<file path="src/sv/text_escape_line_numberer_defines.svh">
// ---------------------------------------------------------------------------
// Assertion macros for the text escape line numberer
// Shared checks written against the clock and synchronous reset.
// ---------------------------------------------------------------------------
`ifndef TEXT_ESCAPE_LINE_NUMBERER_DEFINES_SVH
`define TEXT_ESCAPE_LINE_NUMBERER_DEFINES_SVH

// Check a property at every clock edge outside reset
`define TELN_ASSERT(label, prop, msg) \
   label: assert property (@(posedge clock) disable iff (reset) (prop)) else $error(msg);

// Check that a condition implies another in the same cycle
`define TELN_ASSERT_IMP(label, ante, cons, msg) \
   label: assert property (@(posedge clock) disable iff (reset) (ante) |-> (cons)) \
      else $error(msg);

`endif

</file>
<file path="src/sv/teln_pkg.sv">
// ---------------------------------------------------------------------------
// Text escape line numberer package
// Word types, character constants, render codes and shared helpers.
// ---------------------------------------------------------------------------
package teln_pkg;

   // Counter and layout constants
   localparam int MAX_DIGITS           = 7;
   localparam int COUNT_DIGITS_DEFAULT = 7;
   localparam int PAD_WIDTH            = 5;
   localparam int MAX_RESULTS          = 12;
   localparam int JOB_DEPTH_DEFAULT    = 4;
   localparam int POS_W                = $clog2(MAX_RESULTS);

   // Configuration port
   localparam int CSR_INDEX_W = 2;
   localparam int CSR_DATA_W  = 1;
   localparam logic [CSR_INDEX_W-1:0] REG_NUMBER_LINES   = 2'd0;
   localparam logic [CSR_INDEX_W-1:0] REG_SHOW_CONTROLS  = 2'd1;
   localparam logic [CSR_INDEX_W-1:0] REG_MARK_LINE_ENDS = 2'd2;

   // Characters
   localparam logic [7:0] CH_SPACE     = 8'h20;
   localparam logic [7:0] CH_DOLLAR    = 8'h24;
   localparam logic [7:0] CH_CARET     = 8'h5E;
   localparam logic [7:0] CH_AT        = 8'h40;
   localparam logic [7:0] CH_BACKSLASH = 8'h5C;
   localparam logic [7:0] CH_ZERO      = 8'h30;
   localparam logic [7:0] CH_NEWLINE   = 8'h0A;
   localparam logic [7:0] CH_TAB       = 8'h09;
   localparam logic [7:0] CH_VTAB      = 8'h0B;
   localparam logic [7:0] CH_FORMFEED  = 8'h0C;
   localparam logic [7:0] CH_RETURN    = 8'h0D;
   localparam logic [7:0] PRINT_LO     = 8'd32;
   localparam logic [7:0] PRINT_HI     = 8'd127;

   // Render codes
   localparam logic [1:0] KIND_PLAIN   = 2'd0;
   localparam logic [1:0] KIND_NL_MARK = 2'd1;
   localparam logic [1:0] KIND_CARET   = 2'd2;
   localparam logic [1:0] KIND_OCTAL   = 2'd3;

   typedef logic [MAX_DIGITS-1:0][3:0] digits_type;

   typedef struct packed {
      logic [7:0] in_byte;
      logic       new_stream;
   } req_type;

   typedef struct packed {
      logic [7:0] out_byte;
      logic       last;
   } rsp_type;

   typedef struct packed {
      logic number_lines;
      logic show_controls;
      logic mark_line_ends;
   } cfg_type;

   // One classified input word, ready for the back end to expand
   typedef struct packed {
      logic [7:0] data;
      logic [1:0] kind;
      logic       numbered;
      digits_type digits;
      logic [2:0] num_len;
      logic [2:0] num_width;
      logic [3:0] num_total;
   } job_type;

   // Number of characters in the rendering of a byte
   function automatic logic [2:0] render_len(input logic [1:0] kind);
      logic [2:0] len;
      unique case (kind)
         KIND_PLAIN:   len = 3'd1;
         KIND_NL_MARK: len = 3'd2;
         KIND_CARET:   len = 3'd2;
         KIND_OCTAL:   len = 3'd4;
         default:      len = 3'd1;
      endcase
      return len;
   endfunction

endpackage

</file>
<file path="src/sv/teln_front.sv">
// ---------------------------------------------------------------------------
// Front end
// Accepts input words, keeps the decimal line counter and classifies each
// byte into a render job for the back end.
// ---------------------------------------------------------------------------
module teln_front #(
   parameter int COUNT_DIGITS = teln_pkg::COUNT_DIGITS_DEFAULT
) (
   input  logic              clock,
   input  logic              reset,
   input  teln_pkg::cfg_type cfg,
   input  logic              req_push,
   input  teln_pkg::req_type req_data,
   input  logic              job_full,
   output logic              job_push,
   output teln_pkg::job_type job_data
);
   import teln_pkg::*;

   localparam int EFF_DIGITS = (COUNT_DIGITS < MAX_DIGITS) ? COUNT_DIGITS : MAX_DIGITS;

   logic                       at_line_start_ff, at_line_start_in;
   logic [EFF_DIGITS-1:0][3:0] count_ff, count_in;
   logic [EFF_DIGITS-1:0][3:0] base, bumped;
   logic                       saturated, carry, numbered, printable, accept;
   logic [7:0]                 b;
   digits_type                 digits;
   logic [2:0]                 len, width;

   assign accept   = req_push && !job_full;
   assign job_push = accept;
   assign b        = req_data.in_byte;

   // Clear on a new stream, then bump the BCD count with saturation
   always_comb begin
      base      = req_data.new_stream ? '0 : count_ff;
      saturated = 1'b1;
      carry     = 1'b1;
      for (int i = 0; i < EFF_DIGITS; i++) begin
         if (base[i] != 4'd9) begin
            saturated = 1'b0;
         end
         if (carry) begin
            if (base[i] == 4'd9) begin
               bumped[i] = 4'd0;
            end else begin
               bumped[i] = base[i] + 4'd1;
               carry     = 1'b0;
            end
         end else begin
            bumped[i] = base[i];
         end
      end
      numbered = (req_data.new_stream || at_line_start_ff) && cfg.number_lines;
      count_in = (numbered && !saturated) ? bumped : base;
      at_line_start_in = (b == CH_NEWLINE);
   end

   // Find the significant digit count and the padded field width
   always_comb begin
      digits = '0;
      for (int i = 0; i < EFF_DIGITS; i++) begin
         digits[i] = count_in[i];
      end
      len = 3'd1;
      for (int i = 0; i < MAX_DIGITS; i++) begin
         if (digits[i] != 4'd0) begin
            len = 3'(i + 1);
         end
      end
      width = (len < 3'(PAD_WIDTH)) ? 3'(PAD_WIDTH) : len;
   end

   // Classify the byte
   always_comb begin
      printable = ((b >= PRINT_LO) && (b <= PRINT_HI)) || (b == CH_TAB) ||
                  (b == CH_VTAB) || (b == CH_FORMFEED) || (b == CH_RETURN);
      job_data           = '0;
      job_data.data      = b;
      job_data.numbered  = numbered;
      job_data.digits    = digits;
      job_data.num_len   = len;
      job_data.num_width = width;
      job_data.num_total = numbered ? ({1'b0, width} + 4'd1) : 4'd0;
      if (b == CH_NEWLINE) begin
         job_data.kind = cfg.mark_line_ends ? KIND_NL_MARK : KIND_PLAIN;
      end else if (printable || !cfg.show_controls) begin
         job_data.kind = KIND_PLAIN;
      end else if (b < PRINT_LO) begin
         job_data.kind = KIND_CARET;
      end else begin
         job_data.kind = KIND_OCTAL;
      end
   end

   // Advance line state on each accepted word
   always_ff @(posedge clock) begin
      if (reset) begin
         at_line_start_ff <= 1'b1;
         count_ff         <= '0;
      end else if (accept) begin
         at_line_start_ff <= at_line_start_in;
         count_ff         <= count_in;
      end
   end

endmodule

</file>
<file path="src/sv/teln_queue.sv">
// ---------------------------------------------------------------------------
// Job queue
// Short register queue between the front end and the back end.
// ---------------------------------------------------------------------------
`include "text_escape_line_numberer_defines.svh"

module teln_queue #(
   parameter int DEPTH = teln_pkg::JOB_DEPTH_DEFAULT
) (
   input  logic              clock,
   input  logic              reset,
   input  logic              push,
   input  teln_pkg::job_type push_data,
   output logic              full,
   input  logic              pop,
   output teln_pkg::job_type pop_data,
   output logic              empty
);
   import teln_pkg::*;

   localparam int PTR_W = (DEPTH > 1) ? $clog2(DEPTH) : 1;
   localparam int CNT_W = $clog2(DEPTH + 1);
   localparam logic [PTR_W-1:0] LAST_PTR = PTR_W'(DEPTH - 1);
   localparam logic [CNT_W-1:0] FULL_CNT = CNT_W'(DEPTH);

   job_type          slots_ff [DEPTH];
   logic [PTR_W-1:0] wr_ptr_ff, wr_ptr_in, rd_ptr_ff, rd_ptr_in;
   logic [CNT_W-1:0] count_ff, count_in;

   assign full     = (count_ff == FULL_CNT);
   assign empty    = (count_ff == '0);
   assign pop_data = slots_ff[rd_ptr_ff];

   // Wrap pointers and track occupancy
   always_comb begin
      wr_ptr_in = wr_ptr_ff;
      rd_ptr_in = rd_ptr_ff;
      count_in  = count_ff;
      if (push) begin
         wr_ptr_in = (wr_ptr_ff == LAST_PTR) ? '0 : wr_ptr_ff + 1'b1;
      end
      if (pop) begin
         rd_ptr_in = (rd_ptr_ff == LAST_PTR) ? '0 : rd_ptr_ff + 1'b1;
      end
      if (push && !pop) begin
         count_in = count_ff + 1'b1;
      end else if (pop && !push) begin
         count_in = count_ff - 1'b1;
      end
   end

   always_ff @(posedge clock) begin
      if (reset) begin
         wr_ptr_ff <= '0;
         rd_ptr_ff <= '0;
         count_ff  <= '0;
      end else begin
         wr_ptr_ff <= wr_ptr_in;
         rd_ptr_ff <= rd_ptr_in;
         count_ff  <= count_in;
      end
   end

   // Store the pushed word
   always_ff @(posedge clock) begin
      if (push) begin
         slots_ff[wr_ptr_ff] <= push_data;
      end
   end

   `TELN_ASSERT(a_count_bound, count_ff <= FULL_CNT, "job queue count out of range")
   `TELN_ASSERT(a_no_overflow, !(push && full), "job queue push while full")
   `TELN_ASSERT(a_no_underflow, !(pop && empty), "job queue pop while empty")

endmodule

</file>
<file path="src/sv/teln_back.sv">
// ---------------------------------------------------------------------------
// Back end
// Expands each job into its characters and loads them into the output
// register, one per cycle while that register is empty or being read.
// ---------------------------------------------------------------------------
`include "text_escape_line_numberer_defines.svh"

module teln_back (
   input  logic              clock,
   input  logic              reset,
   input  teln_pkg::job_type job_data,
   input  logic              job_empty,
   output logic              job_pop,
   output logic              rsp_empty,
   input  logic              rsp_pop,
   output teln_pkg::rsp_type rsp_data
);
   import teln_pkg::*;

   logic [POS_W-1:0] pos_ff, pos_in;
   logic             out_valid_ff, out_valid_in;
   rsp_type          out_data_ff, out_data_in;
   rsp_type          ch;
   logic             load;
   logic [2:0]       k, rlen;
   logic [3:0]       rel;
   logic [1:0]       r;

   assign rsp_empty = !out_valid_ff;
   assign rsp_data  = out_data_ff;
   assign load      = !job_empty && (!out_valid_ff || rsp_pop);
   assign job_pop   = load && ch.last;

   // Pick the character at the current position of the job
   always_comb begin
      ch   = '0;
      k    = job_data.num_width - 3'd1 - pos_ff[2:0];
      rel  = 4'(pos_ff) - job_data.num_total;
      r    = rel[1:0];
      rlen = render_len(job_data.kind);
      if (job_data.numbered && (4'(pos_ff) < {1'b0, job_data.num_width})) begin
         ch.out_byte = (k < job_data.num_len) ? (CH_ZERO + {4'd0, job_data.digits[k]})
                                              : CH_SPACE;
      end else if (job_data.numbered && (4'(pos_ff) == {1'b0, job_data.num_width})) begin
         ch.out_byte = CH_SPACE;
      end else begin
         ch.last = ({1'b0, r} + 3'd1) == rlen;
         case (job_data.kind)
            KIND_NL_MARK: ch.out_byte = (r == 2'd0) ? CH_DOLLAR : job_data.data;
            KIND_CARET:   ch.out_byte = (r == 2'd0) ? CH_CARET : (job_data.data + CH_AT);
            KIND_OCTAL: begin
               case (r)
                  2'd0:    ch.out_byte = CH_BACKSLASH;
                  2'd1:    ch.out_byte = CH_ZERO + {6'd0, job_data.data[7:6]};
                  2'd2:    ch.out_byte = CH_ZERO + {5'd0, job_data.data[5:3]};
                  default: ch.out_byte = CH_ZERO + {5'd0, job_data.data[2:0]};
               endcase
            end
            default:      ch.out_byte = job_data.data;
         endcase
      end
   end

   // Load the output register, advance or restart the position
   always_comb begin
      pos_in       = pos_ff;
      out_valid_in = out_valid_ff && !rsp_pop;
      out_data_in  = out_data_ff;
      if (load) begin
         out_valid_in = 1'b1;
         out_data_in  = ch;
         pos_in       = ch.last ? '0 : pos_ff + 1'b1;
      end
   end

   always_ff @(posedge clock) begin
      if (reset) begin
         pos_ff       <= '0;
         out_valid_ff <= 1'b0;
      end else begin
         pos_ff       <= pos_in;
         out_valid_ff <= out_valid_in;
      end
   end

   always_ff @(posedge clock) begin
      out_data_ff <= out_data_in;
   end

   `TELN_ASSERT(a_pos_bound, pos_ff < POS_W'(MAX_RESULTS), "render position out of range")
   `TELN_ASSERT_IMP(a_mid_job, pos_ff != '0, !job_empty, "render position set with no job")
   `TELN_ASSERT_IMP(a_pop_last, job_pop, load && ch.last, "job dropped before its last word")

endmodule

</file>
<file path="src/sv/text_escape_line_numberer.sv">
// ---------------------------------------------------------------------------
// Text escape line numberer
// Renders a text byte stream with optional line numbers, end-of-line marks
// and caret / octal forms for control and high bytes.
// ---------------------------------------------------------------------------
//   Channel   Ports                              Word
//   request   req_push / req_full / req_data     one raw byte + new stream flag
//   response  rsp_pop / rsp_empty / rsp_data     one rendered character + last
//   config    csr_we / csr_index / csr_wdata     one register bit
//
// The front end takes one byte per cycle while the job queue has room; the
// back end emits one character per cycle while the output register is free
// or being read. A byte renders to 1 to 12 characters (a number field of 6
// to 8 plus a rendering of 1 to 4). Characters pass through the output
// register to the response ports; response stalls fill the job queue, then
// raise req_full. Synchronous reset empties the queue and output register
// and clears the line count and configuration; no clearing pass is needed.
// ---------------------------------------------------------------------------
module text_escape_line_numberer #(
   parameter int COUNT_DIGITS = teln_pkg::COUNT_DIGITS_DEFAULT,
   parameter int JOB_DEPTH    = teln_pkg::JOB_DEPTH_DEFAULT
) (
   input  logic                                clock,
   input  logic                                reset,
   input  logic                                req_push,
   output logic                                req_full,
   input  teln_pkg::req_type                   req_data,
   output logic                                rsp_empty,
   input  logic                                rsp_pop,
   output teln_pkg::rsp_type                   rsp_data,
   input  logic                                csr_we,
   input  logic [teln_pkg::CSR_INDEX_W-1:0]    csr_index,
   input  logic [teln_pkg::CSR_DATA_W-1:0]     csr_wdata
);
   import teln_pkg::*;

   cfg_type cfg_ff, cfg_in;
   job_type push_job, head_job;
   logic    job_push, job_pop, job_full, job_empty;

   // Decode register writes
   always_comb begin
      cfg_in = cfg_ff;
      if (csr_we) begin
         unique case (csr_index)
            REG_NUMBER_LINES:   cfg_in.number_lines   = csr_wdata[0];
            REG_SHOW_CONTROLS:  cfg_in.show_controls  = csr_wdata[0];
            REG_MARK_LINE_ENDS: cfg_in.mark_line_ends = csr_wdata[0];
            default:            cfg_in = cfg_ff;
         endcase
      end
   end

   always_ff @(posedge clock) begin
      if (reset) begin
         cfg_ff <= '0;
      end else begin
         cfg_ff <= cfg_in;
      end
   end

   assign req_full = job_full;

   teln_front #(
      .COUNT_DIGITS (COUNT_DIGITS)
   ) u_front (
      .clock    (clock),
      .reset    (reset),
      .cfg      (cfg_ff),
      .req_push (req_push),
      .req_data (req_data),
      .job_full (job_full),
      .job_push (job_push),
      .job_data (push_job)
   );

   teln_queue #(
      .DEPTH (JOB_DEPTH)
   ) u_queue (
      .clock     (clock),
      .reset     (reset),
      .push      (job_push),
      .push_data (push_job),
      .full      (job_full),
      .pop       (job_pop),
      .pop_data  (head_job),
      .empty     (job_empty)
   );

   teln_back u_back (
      .clock     (clock),
      .reset     (reset),
      .job_data  (head_job),
      .job_empty (job_empty),
      .job_pop   (job_pop),
      .rsp_empty (rsp_empty),
      .rsp_pop   (rsp_pop),
      .rsp_data  (rsp_data)
   );

endmodule

</file>
<file path="config.mk">
export PLATFORM = sky130hd
export DESIGN_NAME = text_escape_line_numberer
export DESIGN_NICKNAME = d
export VERILOG_FILES = /design/src/sv/teln_pkg.sv /design/src/sv/teln_front.sv /design/src/sv/teln_queue.sv /design/src/sv/teln_back.sv /design/src/sv/text_escape_line_numberer.sv
export VERILOG_INCLUDE_DIRS = /design/src /design/src/sv
export SDC_FILE = /design/constraint.sdc
export NUM_CORES = 1
export LEC_CHECK = 0
export ABC_CLOCK_PERIOD_IN_PS = 7000
export BUFFER_PORTS_ARGS = -buffer_cell sky130_fd_sc_hd__buf_2
export CAP_MARGIN = 15
export CORE_ASPECT_RATIO = 1.4
export CORE_MARGIN = 1.5
export CORE_UTILIZATION = 67
export CTS_CLUSTER_DIAMETER = 40
export DETAILED_ROUTE_END_ITERATION = 6
export GPL_TIMING_DRIVEN = 0
export HOLD_SLACK_MARGIN = 0.05
export PLACE_DENSITY = 0.91
export SKIP_LAST_GASP = 1
export SLEW_MARGIN = 20
export SYNTH_ARGS = -nofsm -noshare
export SYNTH_HDL_FRONTEND = slang
export SYNTH_SLANG_ARGS = --single-unit
</file>
<file path="constraint.sdc">
create_clock -name clock -period 7 [get_ports clock]
set_input_delay 0 -clock clock [delete_from_list [all_inputs] [get_ports clock]]
set_output_delay 0 -clock clock [all_outputs]
set_load 0.01 [all_outputs]
</file>
==> results.txt, run 1 <==
status: finished, final reports clean
Hold Startpoint: req_push
nature of the critical path startpoint: flip-flop
remaining antenna violation count: 0
cell at the slowest stage of the critical path: buf_1
final non-filler cell total: 1085
number of flops mapped to enable cells by yosys: 197
Vert. Die Dim: 155 um
CP top delay family: buffers and inverters
global route overflow: 0
Rel. slew slack: 0.336
Critical Path Max Stage Delay: 0.63 ns
clock sinks: 243
largest cells by area after synthesis: edfxtp_1 53%, mux4_2 10%, dfxtp_1 8.3%, ha_1 2.8%, a21oi_1 2.4%
asr flop ratio synth: 0
fin crit share: 0.824
H-Tree Depth: 1
Worst Path Required: 7.45 ns
io pins: 28
Crit Path Category: reg2reg
most frequent cells in the layout: 197 x edfxtp_1, 59 x nor2_1, 57 x nand2_1
max-slew violation count: 0
DRT Pass-1 Iters: 7
Cell Pwr Density: 381 mW/mm^2
final hold vios: 0
drt via density: 7.16
fmax: 173 MHz
Critical Path Fanout Max: 10
final WL: 29000 um
Syn Area/Cell: 13.9 um^2
ys flop type: edfxtp_1
hold crit path type: in2reg
CP dominant cell by count: ha_1
unrepaired setup endpoints after global routing: no
gp weighted congestion: 0.907
# fillers: 850
yosys warns: 0
WL per Instance: 26.7 um
initial DRC count: 1555
via count: 7773
GRT Overall Usage: 0.344
crit-path cells: clkbuf_1, clkbuf_1, buf_1, mux4_2, ha_1, xnor2_1, xnor2_1, ha_1, xor2_1, a2111oi_4, nand2_1, ha_1, inv_1, fa_1, xor2_1, or3_1, a21oi_1
Num CTS Buffers: 24
Yosys cell types: 73
Multi-input gate area: 0.00395 mm^2
crit path capture type: flip-flop
initial core utilization: 0.685
clock buffer depth: 3
leak pwr: 4.27 nW
PortBufs: 25
register area share after synthesis: 0.617
Mapped Area: 0.0111 mm^2
post-synth top area cell: edfxtp_1
largest net degree at the start of global routing: 48
dpl hpwl: 17000 um
clock root buffer: clkbuf_16
Sum Neg Setup Slack: 0 ns
Peak VDD IR: 0.000363 V
CTS tree: built
dpl cells: 1025
Worst Tran Pin Value: 0.986 ns
Clock Latency Late Sink: 0.54 ns
# Max-Cap Violations: 0
final setup fails: 0
core area: 0.0162 mm^2
clock-pin slew on the worst setup and hold paths: 0.07 ns
Nets: 912
most common cell after layout, fill and taps aside: edfxtp_1
vias in the first global route: 7603
Die Span X: 112 um
die area: 0.0173 mm^2
register area: 0.00684 mm^2
worst clock skew: 0.0147 ns
n_diodes: 0
Area Growth Syn to Fin: 13.6%
Mapped Cells: 796
Yosys top cell area share: 0.534
post-cts resize count: 0
post-route minimum period: 5.77 ns
layout cells sized above 1: 0.169
DRC: 0
global-route wire length before repair: 44400 um
initial antenna violation count: 0
worst path arrival time: 6.22 ns
WP buf/inv: 4
# rows: 55
Yosys reg bits: 243
==> layer usage <==
metal	global-route usage	vias up	routed length [um]
met2	0.584	699	14300
met1	0.417	3690	9560
met4	0.197	0	2240
met5	0	-	0
met3	0.0616	206	2940
li1	-	3178	-
==> worst reg2reg max path, stage by stage, from the launching register on <==
cell,delay [ns]
dfxtp_1,0.34
clkbuf_1,0.58
clkbuf_1,0.57
buf_1,0.63
mux4_2,0.41
ha_1,0.21
xnor2_1,0.13
xnor2_1,0.28
ha_1,0.30
xor2_1,0.14
a2111oi_4,0.55
nand2_1,0.27
ha_1,0.29
inv_1,0.10
fa_1,0.22
xor2_1,0.11
or3_1,0.36
a21oi_1,0.19
==> per-stage QoR <==
step | total power, mW | instance area, um^2 | worst slack [ns] | util | hold WS [ns]
finish | 4.79 | 12600 | 1.23 | 0.778 | 0.166
global route | 4.95 | 12600 | 0.971 | 0.778 | 0.247
CTS | 4.74 | 12600 | 1.45 | 0.778 | 0.166
detailed placement | 3.26 | 11500 | 1.54 | 0.712 | 0.243
global placement | 3.20 | 11500 | 1.75 | 0.708 | 0.238
floorplan | 2.85 | 11100 | 2.72 | - | 0.0989
==> sequential cells by signal, indices dropped and copies added (netlist names), named ones only <==
signal	count
cfg_ff	3
u_front.count_ff	28
u_back.pos_ff	4
u_queue.slots_ff	188
u_queue.rd_ptr_ff	2
u_back.out_valid_ff	1
u_back.rsp_data	9
u_queue.wr_ptr_ff	2
u_queue.count_ff	3
u_front.at_line_start_ff	1
==> final timing paths <==
check                                  end  slack (ns)  cells after the start
setup / recovery       u_queue.count_ff[2]        1.23                     17
hold / removal    u_front.at_line_start_ff        0.17                      5
setup reg to reg       u_queue.count_ff[2]        1.23                     17
hold reg to reg        u_back.out_valid_ff        0.48                      2
==> area by class of cell <==
type | instances | area share
inverters | 39 | 0.0116
clock inverters | 18 | 0.0221
plain buffers | 38 | 0.0126
clock buffers | 26 | 0.0500
flip-flops and latches | 243 | 0.544
multi-input cells | 479 | 0.314
repair buffers | 43 | 0.0259
well taps | 199 | 0.0198
==> cell families (layout without fill, tap and decap cells) <==
logic type	after synthesis	after routing	synth area share
xor+xnor	20	20	0.0158
fa+ha+maj	27	27	0.0319
compound gates	137	137	0.0779
other cells	1	4	0.000339
simple gates	223	223	0.110
flops	243	243	0.617
mux	68	68	0.119
buf+inv	77	164	0.0276
==> cell usage after synthesis, types with 3 or more instances <==
| master | count |
|---|---|
| nand3b_1 | 4 |
| nand2b_1 | 9 |
| clkbuf_1 | 23 |
| o21ai_0 | 27 |
| mux2i_1 | 15 |
| buf_2 | 10 |
| nor2b_1 | 9 |
| a211oi_1 | 6 |
| a31oi_1 | 9 |
| buf_1 | 4 |
| or3_1 | 6 |
| o22ai_1 | 5 |
| o21a_1 | 5 |
| nor2_1 | 59 |
| nand4b_1 | 3 |
| a22oi_1 | 3 |
| nor4_1 | 7 |
| mux4_2 | 51 |
| and2_1 | 9 |
| nand2_1 | 57 |
| or4_1 | 5 |
| dfxtp_1 | 46 |
| nand3_1 | 17 |
| nor3_1 | 7 |
| nand4_1 | 6 |
| xor2_1 | 7 |
| a21o_1 | 4 |
| edfxtp_1 | 197 |
| a21oi_1 | 54 |
| inv_1 | 38 |
| nor3b_1 | 6 |
| ha_1 | 25 |
| xnor2_1 | 13 |
==> what timing repair did <==
| action | CTS | global route |
|---|---|---|
| hold buffers | 16 | 0 |
| hold endpoints to repair | 47 | 0 |
| buffers inserted | 0 | 0 |
==> power breakdown <==
part	leakage (nW)	internal, mW	switching [mW]	total [mW]
clock network	0.419	0.883	0.588	1.47
logic	1.60	0.593	0.900	1.49
registers	2.25	1.75	0.0733	1.82
(Power assumes the default switching activity.)
==> run 2: changes to the inputs <==
--- a/config.mk
+++ b/config.mk
@@ -6,17 +6,18 @@
 export SDC_FILE = /design/constraint.sdc
 export NUM_CORES = 1
 export LEC_CHECK = 0
-export ABC_CLOCK_PERIOD_IN_PS = 7000
+export ABC_AREA = 1
+export ABC_CLOCK_PERIOD_IN_PS = 5900
 export BUFFER_PORTS_ARGS = -buffer_cell sky130_fd_sc_hd__buf_2
 export CAP_MARGIN = 15
 export CORE_ASPECT_RATIO = 1.4
 export CORE_MARGIN = 1.5
-export CORE_UTILIZATION = 67
+export CORE_UTILIZATION = 63
 export CTS_CLUSTER_DIAMETER = 40
 export DETAILED_ROUTE_END_ITERATION = 6
 export GPL_TIMING_DRIVEN = 0
 export HOLD_SLACK_MARGIN = 0.05
-export PLACE_DENSITY = 0.91
+export PLACE_DENSITY = 0.86
 export SKIP_LAST_GASP = 1
 export SLEW_MARGIN = 20
 export SYNTH_ARGS = -nofsm -noshare
==> constraint.sdc (replaced) <==
create_clock -name clock -period 5.9 [get_ports clock]
set_input_delay 0 -clock clock [delete_from_list [all_inputs] [get_ports clock]]
set_output_delay 0 -clock clock [all_outputs]
set_load 0.01 [all_outputs]
==> run 2 against run 1 <==
Sequential power rose by 25%; register-to-register slack lost 0.83 ns; core utilization shrank 4.1 points; first-iteration DRC count shrank 27%; largest power group is now combinational logic.
==> results.txt, run 2 <==
status: finished, final reports clean (unchanged)
clock sinks: 243 (unchanged)
gp weighted congestion: 0.945 (was 0.907)
register area share after synthesis: 0.590 (was 0.617)
WL per Instance: 20.7 um (was 26.7 um)
fin crit share: 0.931 (was 0.824)
Synth top cells by count: 227 x nand2_1, 197 x edfxtp_1, 145 x inv_1, 102 x o21ai_0, 99 x nor2_1 (was 197 x edfxtp_1, 59 x nor2_1, 57 x nand2_1, 54 x a21oi_1, 51 x mux4_2)
Worst Tran Pin Value: 0.891 ns (was 0.986 ns)
leak pwr: 5.43 nW (was 4.27 nW)
largest cells by area after synthesis: edfxtp_1 51%, dfxtp_1 7.9%, nand2_1 7.4%, inv_1 4.7%, o21ai_0 4.4% (was edfxtp_1 53%, mux4_2 10%, dfxtp_1 8.3%, ha_1 2.8%, a21oi_1 2.4%)
core area: 0.0180 mm^2 (was 0.0162 mm^2)
nature of the critical path startpoint: flip-flop (unchanged)
Die Span X: 118 um (was 112 um)
Yosys top cell area share: 0.511 (was 0.534)
io pins: 28 (unchanged)
fmax: 182 MHz (was 173 MHz)
Final Util: 0.737 (was 0.778)
CTS tree: built (unchanged)
hold crit path type: in2reg (unchanged)
GRT Overall Usage: 0.327 (was 0.344)
final setup fails: 0 (unchanged)
cell with the most instances after synthesis: nand2_1 (was edfxtp_1)
clock-pin slew on the worst setup and hold paths: 0.07 ns (about the same)
ys flop type: edfxtp_1 (unchanged)
Syn Area/Cell: 9.76 um^2 (was 13.9 um^2)
max-slew violation count: 0 (unchanged)
worst path arrival time: 5.90 ns (was 6.22 ns)
dpl hpwl: 20900 um (was 17000 um)
most common cell after layout, fill and taps aside: nand2_1 (was edfxtp_1)
yosys warns: 0 (unchanged)
crit-path cells: buf_1, buf_2, buf_1, o21ai_0, o22ai_1, ha_1, xnor2_1, xnor2_1, inv_1, ha_1, xor2_1, nand2_1, a21oi_1, nand2_1, nor2_1, inv_1, ha_1, inv_1, fa_1, o21ai_0, nor2_1 (was clkbuf_1, clkbuf_1, buf_1, mux4_2, ha_1, xnor2_1, xnor2_1, ha_1, xor2_1, a2111oi_4, nand2_1, ha_1, inv_1, fa_1, xor2_1, or3_1, a21oi_1)
PortBufs: 25 (unchanged)
Nets: 1313 (was 912)
unrepaired setup endpoints after global routing: no (unchanged)
global route overflow: 0 (unchanged)
H-Tree Depth: 1 (unchanged)
Clock Latency Late Sink: 0.51 ns (was 0.54 ns)
layout cells sized above 1: 0.0925 (was 0.169)
Crit Path Category: reg2reg (unchanged)
remaining antenna violation count: 0 (unchanged)
DRC: 0 (unchanged)
via count: 9444 (was 7773)
post-synth top area cell: edfxtp_1 (unchanged)
# Max-Cap Violations: 0 (unchanged)
Mapped Area: 0.0116 mm^2 (was 0.0111 mm^2)
cell at the slowest stage of the critical path: buf_2 (was buf_1)
max FFs per register: 188 (unchanged)
Cell Pwr Density: 463 mW/mm^2 (was 381 mW/mm^2)
most frequent cells in the layout: 227 x nand2_1, 197 x edfxtp_1, 144 x inv_1 (was 197 x edfxtp_1, 59 x nor2_1, 57 x nand2_1)
Area Growth Syn to Fin: 14.5% (was 13.6%)
DRT Pass-1 Iters: 6 (was 7)
worst clock skew: 0.0156 ns (was 0.0147 ns)
WP buf/inv: 6 (was 4)
n_diodes: 0 (unchanged)
Reg with most FFs: u_queue.slots_ff (unchanged)
initial antenna violation count: 0 (unchanged)
Sum Neg Setup Slack: 0 ns (unchanged)
Yosys reg bits: 243 (unchanged)
final WL: 31500 um (was 29000 um)
Multi-input gate area: 0.00401 mm^2 (was 0.00395 mm^2)
crit path capture type: flip-flop (unchanged)
CP top delay family: buffers and inverters (unchanged)
global-route wire length before repair: 48500 um (was 44400 um)
Vert. Die Dim: 163 um (was 155 um)
number of flops mapped to enable cells by yosys: 197 (unchanged)
initial DRC count: 1134 (was 1555)
clock root buffer: clkbuf_16 (unchanged)
initial core utilization: 0.644 (was 0.685)
Rel. slew slack: 0.406 (was 0.336)
vias in the first global route: 9351 (was 7603)
reg2reg setup slack: 0.41 ns (was 1.23 ns)
# fillers: 1154 (was 850)
Critical Path Max Stage Delay: 0.52 ns (was 0.63 ns)
asr flop ratio synth: 0 (unchanged)
Peak VDD IR: 0.000258 V (was 0.000363 V)
clock buffer depth: 3 (unchanged)
Num CTS Buffers: 24 (unchanged)
final hold vios: 0 (unchanged)
register area: 0.00684 mm^2 (unchanged)
die area: 0.0192 mm^2 (was 0.0173 mm^2)
drt via density: 6.18 (was 7.16)
post-route minimum period: 5.49 ns (was 5.77 ns)
Mapped Cells: 1187 (was 796)
Yosys cell types: 53 (was 73)
Worst Path Required: 6.30 ns (was 7.45 ns)
# rows: 58 (was 55)
largest net degree at the start of global routing: 22 (was 48)
Critical Path Fanout Max: 19 (was 10)
## run 2: cell types whose count changed after synthesis, moves of 15 or more
cell / previous run / this run
a21oi_1: 54 / 92
nand3_1: 17 / 60
clkbuf_1: 23 / 39
inv_1: 38 / 145
mux4_2: 51 / 0
mux2i_1: 15 / 0
o21ai_0: 27 / 102
nor2_1: 59 / 99
nand2_1: 57 / 227
## run 2: final timing paths
kind                             from                  endpoint  cells past startpoint
max                         flip-flop       u_queue.count_ff[1]                     21
min                       req_data[0]   u_queue.slots_ff[3][37]                      4
max reg2reg                 flip-flop       u_queue.count_ff[1]                     21
min reg2reg  u_front.at_line_start_ff  u_front.at_line_start_ff                      2
## run 2: cell type report
class                           instances  area share
Buffer                                 48      0.0162
Clock buffer                           32      0.0507
Clock inverter                         12     0.00849
Inverter                              147      0.0424
Multi-Input combinational cell        749       0.302
Sequential cell                       243       0.515
Tap cell                              240      0.0226
Timing Repair Buffer                   56      0.0417
## run 2: stage by stage
stage,hold WS [ns],cells,power [mW],cell area [um^2],setup WS [ns]
finish,0.203,1527,6.14,13300,0.407
global route,0.204,1527,6.41,13300,0.00788
CTS,0.171,1527,6.04,13200,0.0420
detailed placement,0.245,1463,4.51,12300,0.169
global placement,0.245,1455,4.39,12000,0.214
floorplan,0.0989,1190,3.75,11600,1.62
## run 2: report_power, final
group / internal (mW) / switching, mW
clock: 0.857 / 0.649
combinational: 0.726 / 1.64
sequential: 2.17 / 0.0996
total: 3.75 / 2.38
## run 2: layer usage
metal,GRT usage,share of wire
met1,0.352,0.33
met2,0.591,0.50
met3,0.0513,0.089
met5,0,0
met4,0.222,0.072
## run 2: worst reg2reg max path: stages, from the launching register on
cell and delay, ns:
dfxtp_1 0.46, buf_1 0.45, buf_2 0.52, buf_1 0.44, o21ai_0 0.17, o22ai_1 0.21, ha_1 0.20, xnor2_1 0.08
xnor2_1 0.36, inv_1 0.13, ha_1 0.31, xor2_1 0.15, nand2_1 0.06, a21oi_1 0.11, nand2_1 0.20, nor2_1 0.39
inv_1 0.19, ha_1 0.23, inv_1 0.11, fa_1 0.44, o21ai_0 0.15, nor2_1 0.06
## run 2: what timing repair did
action	CTS	global route
hold buffers	20	0
endpoints found under the hold margin	43	0
buffers inserted	0	3
endpoints found under the setup margin	2	4
resized for setup	1	9
## run 2: logic make-up (layout without fill, tap and decap cells)
| kind of cell | after synthesis | after routing | synth area share |
|---|---|---|---|
| AO/OA/AOI/OAI | 269 | 269 | 0.134 |
| XOR/XNOR | 15 | 15 | 0.0113 |
| adder cells (fa/ha/maj) | 27 | 27 | 0.0305 |
| buffers and inverters | 198 | 295 | 0.0673 |
| flip-flops | 243 | 243 | 0.590 |
| other | 1 | 4 | 0.000324 |
| AND/OR/NAND/NOR | 434 | 434 | 0.166 |
